File: src/hdl/htfd_pkg.sv
// ----------------------------------------------------------------------------
// htfd_pkg: shared types and constants of the humidity/temperature frame decoder
// Holds the CRC-8 polynomial, the conversion constants and the result struct.
// ----------------------------------------------------------------------------
package htfd_pkg;

  // crc-8, x^8+x^5+x^4+1, low eight bits of the polynomial
  localparam logic [7:0]  CRC_POLY      = 8'h31;
  localparam logic [7:0]  CRC_INIT      = 8'h00;

  // the two status bits at the bottom of the raw word
  localparam logic [15:0] STATUS_MASK   = 16'hfffc;

  // measurement kind on the cmd bit
  localparam logic        KIND_TEMP     = 1'b0;
  localparam logic        KIND_HUMID    = 1'b1;

  // gains and offsets in hundredths, offsets scaled by 2^16
  localparam logic [14:0] T_GAIN        = 15'd17572;
  localparam logic [14:0] H_GAIN        = 15'd12500;
  localparam logic signed [31:0] T_OFFSET_SCALED = 32'sd307036160;  // 4685 * 65536
  localparam logic signed [31:0] H_OFFSET_SCALED = 32'sd39321600;   // 600 * 65536

  // legal span of the converted value
  localparam logic signed [14:0] VALUE_MIN = -15'sd4685;
  localparam logic signed [14:0] VALUE_MAX = 15'sd12885;

  // one decoded result word
  typedef struct packed {
    logic signed [14:0] value_hundredths;
    logic               crc_error;
    logic [15:0]        raw_word;
    logic [7:0]         received_crc;
  } result_t;

  // crc update over one byte, msb first
  function automatic logic [7:0] crc8_byte(input logic [7:0] crc, input logic [7:0] data);
    logic [7:0] c;
    c = crc ^ data;
    for (int k = 0; k < 8; k++) begin
      if (c[7]) begin
        c = {c[6:0], 1'b0} ^ CRC_POLY;
      end else begin
        c = {c[6:0], 1'b0};
      end
    end
    return c;
  endfunction

endpackage

File: src/hdl/htfd_convert.sv
// ----------------------------------------------------------------------------
// htfd_convert: checksum check and fixed-point conversion of one frame
// Pure combinational: crc over both data bytes, one constant multiply,
// offset subtract and divide by 2^16 rounded toward zero.
// ----------------------------------------------------------------------------
module htfd_convert (
  input  logic               cmd,
  input  logic [7:0]         msb_byte,
  input  logic [7:0]         lsb_byte,
  input  logic [7:0]         crc_byte,
  output htfd_pkg::result_t  result
);

  logic [15:0]        raw;
  logic [15:0]        raw_masked;
  logic [7:0]         crc_calc;
  logic [14:0]        gain;
  logic signed [31:0] offset;
  logic [30:0]        product;
  logic signed [31:0] num;
  logic signed [15:0] floor_q;
  logic signed [15:0] trunc_q;

  assign raw        = {msb_byte, lsb_byte};
  assign raw_masked = raw & htfd_pkg::STATUS_MASK;

  // checksum over msb then lsb
  assign crc_calc = htfd_pkg::crc8_byte(htfd_pkg::crc8_byte(htfd_pkg::CRC_INIT, msb_byte),
                                        lsb_byte);

  // gain and offset for the selected kind
  always_comb begin
    if (cmd == htfd_pkg::KIND_HUMID) begin
      gain   = htfd_pkg::H_GAIN;
      offset = htfd_pkg::H_OFFSET_SCALED;
    end else begin
      gain   = htfd_pkg::T_GAIN;
      offset = htfd_pkg::T_OFFSET_SCALED;
    end
  end

  // scaled numerator, fits 32 bits signed
  assign product = 31'(gain) * 31'(raw_masked);
  assign num     = $signed({1'b0, product}) - offset;

  // divide by 2^16, rounding toward zero for negative values
  assign floor_q = num[31:16];
  assign trunc_q = (num[31] && (num[15:0] != 16'd0)) ? floor_q + 16'sd1 : floor_q;

  assign result.value_hundredths = trunc_q[14:0];
  assign result.crc_error        = (crc_calc != crc_byte);
  assign result.raw_word         = raw;
  assign result.received_crc     = crc_byte;

endmodule

File: src/hdl/humidity_temp_frame_decode.sv
// ----------------------------------------------------------------------------
// humidity_temp_frame_decode: sensor frame checker and converter
// Takes msb, lsb and crc bytes of one frame, checks crc-8 and gives the
// reading in hundredths of a degree C or of a percent RH.
// ----------------------------------------------------------------------------
// an accepted word goes into the input register and then into the result register
// throughput: one word per cycle while busy is low; an input register and a result register
//   hold the crc and multiply path between them
// out_valid strobes for one cycle per word; the receiver cannot stall
// reset: synchronous, clears the valid flags; busy is the registered inverse of rst_n: it is set
//   by the edge that samples reset and cleared by the edge that first samples rst_n high
module humidity_temp_frame_decode (
  input  logic               clk,
  input  logic               rst_n,
  input  logic               start,
  output logic               busy,
  input  logic               in_cmd,
  input  logic [7:0]         in_msb_byte,
  input  logic [7:0]         in_lsb_byte,
  input  logic [7:0]         in_crc_byte,
  output logic               out_valid,
  output logic signed [14:0] out_value_hundredths,
  output logic               out_crc_error,
  output logic [15:0]        out_raw_word,
  output logic [7:0]         out_received_crc
);

  logic              busy_r;
  logic              in_vld_r;
  logic              in_cmd_r;
  logic [7:0]        in_msb_r;
  logic [7:0]        in_lsb_r;
  logic [7:0]        in_crc_r;
  logic              out_vld_r;
  htfd_pkg::result_t res_nxt;
  htfd_pkg::result_t res_r;
  logic              accept;

  assign accept = start && !busy_r;
  assign busy   = busy_r;

  // busy follows reset, delayed through a register
  always_ff @(posedge clk) begin
    busy_r <= !rst_n;
  end

  // input register
  always_ff @(posedge clk) begin
    if (!rst_n) begin
      in_vld_r <= 1'b0;
    end else begin
      in_vld_r <= accept;
    end
  end

  always_ff @(posedge clk) begin
    if (accept) begin
      in_cmd_r <= in_cmd;
      in_msb_r <= in_msb_byte;
      in_lsb_r <= in_lsb_byte;
      in_crc_r <= in_crc_byte;
    end
  end

  // checksum and conversion
  htfd_convert u_convert (
    .cmd      (in_cmd_r),
    .msb_byte (in_msb_r),
    .lsb_byte (in_lsb_r),
    .crc_byte (in_crc_r),
    .result   (res_nxt)
  );

  // result register
  always_ff @(posedge clk) begin
    if (!rst_n) begin
      out_vld_r <= 1'b0;
    end else begin
      out_vld_r <= in_vld_r;
    end
  end

  always_ff @(posedge clk) begin
    if (in_vld_r) begin
      res_r <= res_nxt;
    end
  end

  assign out_valid            = out_vld_r;
  assign out_value_hundredths = res_r.value_hundredths;
  assign out_crc_error        = res_r.crc_error;
  assign out_raw_word         = res_r.raw_word;
  assign out_received_crc     = res_r.received_crc;

  // every result word comes from an accepted input word, carried through both registers
  a_valid_from_accept: assert property (@(posedge clk) disable iff (!rst_n)
    out_valid |-> $past(start && !busy, 2))
    else $error("result word without an accepted input word");

  // raw word and crc byte travel unchanged through both registers
  a_raw_passthrough: assert property (@(posedge clk) disable iff (!rst_n)
    out_valid |-> (out_raw_word == {$past(in_msb_byte, 2), $past(in_lsb_byte, 2)}) &&
                  (out_received_crc == $past(in_crc_byte, 2)))
    else $error("raw word or crc byte altered");

  // converted value stays within the span of both conversions
  a_value_range: assert property (@(posedge clk) disable iff (!rst_n)
    out_valid |-> (out_value_hundredths >= htfd_pkg::VALUE_MIN) &&
                  (out_value_hundredths <= htfd_pkg::VALUE_MAX))
    else $error("converted value out of range");

  // once reset has been seen released, busy stays low and every start is taken
  a_never_busy: assert property (@(posedge clk) disable iff (!rst_n)
    $past(rst_n) |-> !busy)
    else $error("busy outside of reset");

endmodule
File: config.mk
export PLATFORM = sky130hd
export DESIGN_NAME = humidity_temp_frame_decode
export DESIGN_NICKNAME = d
export VERILOG_FILES = /design/src/hdl/htfd_pkg.sv /design/src/hdl/htfd_convert.sv /design/src/hdl/humidity_temp_frame_decode.sv
export SDC_FILE = /design/constraint.sdc
export NUM_CORES = 1
export LEC_CHECK = 0
export ABC_AREA = 1
export BUFFER_PORTS_ARGS = -buffer_cell sky130_fd_sc_hd__clkbuf_2
export CAP_MARGIN = 20
export CORE_MARGIN = 10
export CORE_UTILIZATION = 67
export CTS_BUF_LIST = sky130_fd_sc_hd__clkbuf_8
export CTS_CLUSTER_SIZE = 28
export DETAILED_ROUTE_END_ITERATION = 8
export PLACE_DENSITY = 0.95
export SETUP_SLACK_MARGIN = 0.5
export SYNTH_ARGS = -nofsm -noshare
export SYNTH_HDL_FRONTEND = slang
export SYNTH_SLANG_ARGS = --single-unit
File: constraint.sdc
create_clock -name clk -period 17.92 [get_ports clk]
set_clock_uncertainty 0.1 [all_clocks]
set_input_delay 1.792 -clock clk [delete_from_list [all_inputs] [get_ports clk]]
set_output_delay 1.792 -clock clk [all_outputs]
set_load 0.01 [all_outputs]
==> reports/qor.yml <==
status: "finished clean"
critical-path-slowest-cell: "fa_1"
final_core_util: 0.750
muxShareOfSynthArea: 0
dieArea_sq_mm: 0.0173
met2_wirelength_um: 10200
antenna_found_initial: 0
hold_path_class: "register to register"
dieWidth_um: 131
ant_nets: 0
slew_headroom: 0.350
post_dp_cell_area_sq_mm: 0.00890
drv_slew: 0
wl_per_cell_um: 15.5
final_cell_area_sq_mm: 0.00909
nFillCells: 811
grt_pass1_wl_um: 33900
crit_type: "register to register"
track_usage: 0.237
fp.dieH_um: 131
routed_via_density: 5.43
finalWirelength_um: 20000
clkTransAtPathRegs_ps: 70
start_util: 0.687
cp_data_arrival_time_ps: 7270
rsz0062_at_grt: "no"
finalSetupViolations: 0
final-hold-violation-count: 0
cts_setup_buffers: 0
cp-end-kind: "register"
maxUsedRoutingLayer: "met4"
via_count: 6987
yosys.cell_types.count: 32
dr.pass1.iters: 7
worstPathRequired_ps: 17950
cts_tree: "built"
finalSetupTns_ps: 0
drc_errors: 0
synthSimpleGateAreaFrac: 0.220
yosys_warnings: 0
min_period_ps: 7240
clock_latency_ps: 360
start_kind: "register"
post_cts_resize_count: 0
maxCapViolCount: 0
cts_hold_repair.buffers: 0
synth-compound-area-share: 0.0280
max_clock_freq_mhz: 138
crit_top_cell: "nand2_1"
syn_avg_cell_area_sq_um: 8.08
io_buffer_count: 69
fin_crit_sh: 0.404
syn_to_final_growth_pct: 9.20
globalplace.congestion: 1.01
cts_max_path_buffers: 2
synth_fa_ha_area_frac: 0.338
num_rows: 40
syn_inst: 1030
grt_max_degree: 42
cts-root-buf: "clkbuf_8"
ys_seq_area_frac: 0.242
drt-met1-wl_um: 7590
cts_buffers: 9
path_max_fanout: 39
grt-ovfl-total: 0
drt_iter0_markers: 656
cts.sink_count: 68
antenna_cells: 0
synth_top_family_by_area: "adder cells"
critical_path.max_stage_delay_ps: 550
first_global_vias: 7268
synth-seq-cells: 68
h-tree-depth: 3
met3WireLength_um: 1450
nets: 1329
tightest_slew_ps: 976
pin_count: 70
dp_hpwl_um: 16500
core-area_sq_mm: 0.0121
drive_gt1_frac: 0.108
synth_area_sq_mm: 0.00832
synth-xor-area-share: 0.0637
==> worst max-delay path: cells and delay by family, from the launching register on <==
family / cells / cell delay, ps
flops: 1 / 330
buf+inv: 7 / 860
fa+ha+maj: 8 / 3250
simple gates: 20 / 2470
==> cells in the final DEF (no fill, tap or decap), types with 3 or more instances in the layout <==
cell      instances
nand2_1         265
inv_1           226
ha_1            124
clkbuf_2         69
edfxtp_1         65
nor2_1           63
fa_1             63
nand3_1          58
xor2_1           36
a21oi_1          23
xnor2_1          19
o21ai_0          15
conb_1           13
nand2_2          12
nor2_2           10
clkbuf_8          9
nand4_1           8
inv_2             6
o21bai_1          4
nor3_1            3
nand3b_1          3
==> final cells by class <==
type                            instances  area, sq um  area share
Clock buffer                            9          124      0.0136
Clock inverter                          7         60.1     0.00661
Inverter                              230          863      0.0950
Multi-Input combinational cell        734         5460       0.600
Sequential cell                        68         2010       0.222
Tap cell                              168          210      0.0231
Timing Repair Buffer                   71          360      0.0396
==> kinds of logic (layout without fill, tap and decap cells) <==
family	count (synthesis)	count (layout)
AO/OA/AOI/OAI	44	44
XOR/XNOR	58	58
adder cells (fa/ha/maj)	187	187
buffers and inverters	239	317
flip-flops	68	68
other	2	13
AND/OR/NAND/NOR	432	432
==> stage by stage <==
stage               hold WS [ps]  instances  setup WS [ps]
CTS                          376       1287          10730
global route                 392       1287          10130
detailed placement           356       1271          10780
finish                       376       1287          10680
global placement             333       1271          10970
floorplan                    326       1041          11170
==> final timing paths <==
| kind | slack (ps) | from | cells past startpoint | endpoint |
|---|---|---|---|---|
| setup / recovery | 10680 | in_cmd_r | 35 | out_value_hundredths[13] |
| setup reg to reg | 10680 | in_cmd_r | 35 | out_value_hundredths[13] |
| hold / removal | 380 | busy | 1 | in_vld_r |
| hold reg to reg | 380 | busy | 1 | in_vld_r |
==> flip-flops by register name, summed over array words and instances, names as in the netlist <==
| signal | flops |
|---|---|
| out_valid | 1 |
| in_cmd_r | 1 |
| out_received_crc | 8 |
| out_crc_error | 1 |
| in_crc_r | 8 |
| out_raw_word | 16 |
| in_vld_r | 1 |
| in_msb_r | 8 |
| in_lsb_r | 8 |
| busy | 1 |
| out_value_hundredths | 15 |
==> layer usage <==
metal / track usage / vias up
met4: 0.110 / 0
met5: 0 / -
met3: 0.0492 / 69
met2: 0.425 / 318
li1: - / 3351
met1: 0.261 / 3249
==> synth_stat cells (all sizes together) <==
library cell	n	share of area
and2	2	0.0015
conb	2	0.00090
clkbuf	8	0.0036
fa	63	0.15
nand2	277	0.13
ha	124	0.19
a21oi	23	0.014
nor3	3	0.0018
dfxtp	3	0.0072
nand3b	3	0.0027
edfxtp	65	0.23
nand4	8	0.0060
nand3	61	0.039
a21o	1	0.00090
o21ai	16	0.0096
xnor2	20	0.022
buf	1	0.00045
nor4	2	0.0015
nor2	74	0.037
xor2	38	0.042
or2	2	0.0015
o21bai	4	0.0036
inv	230	0.10
Power is not shown: default switching activity piles up to over one toggle a cycle in this logic, so the estimate is an artifact.
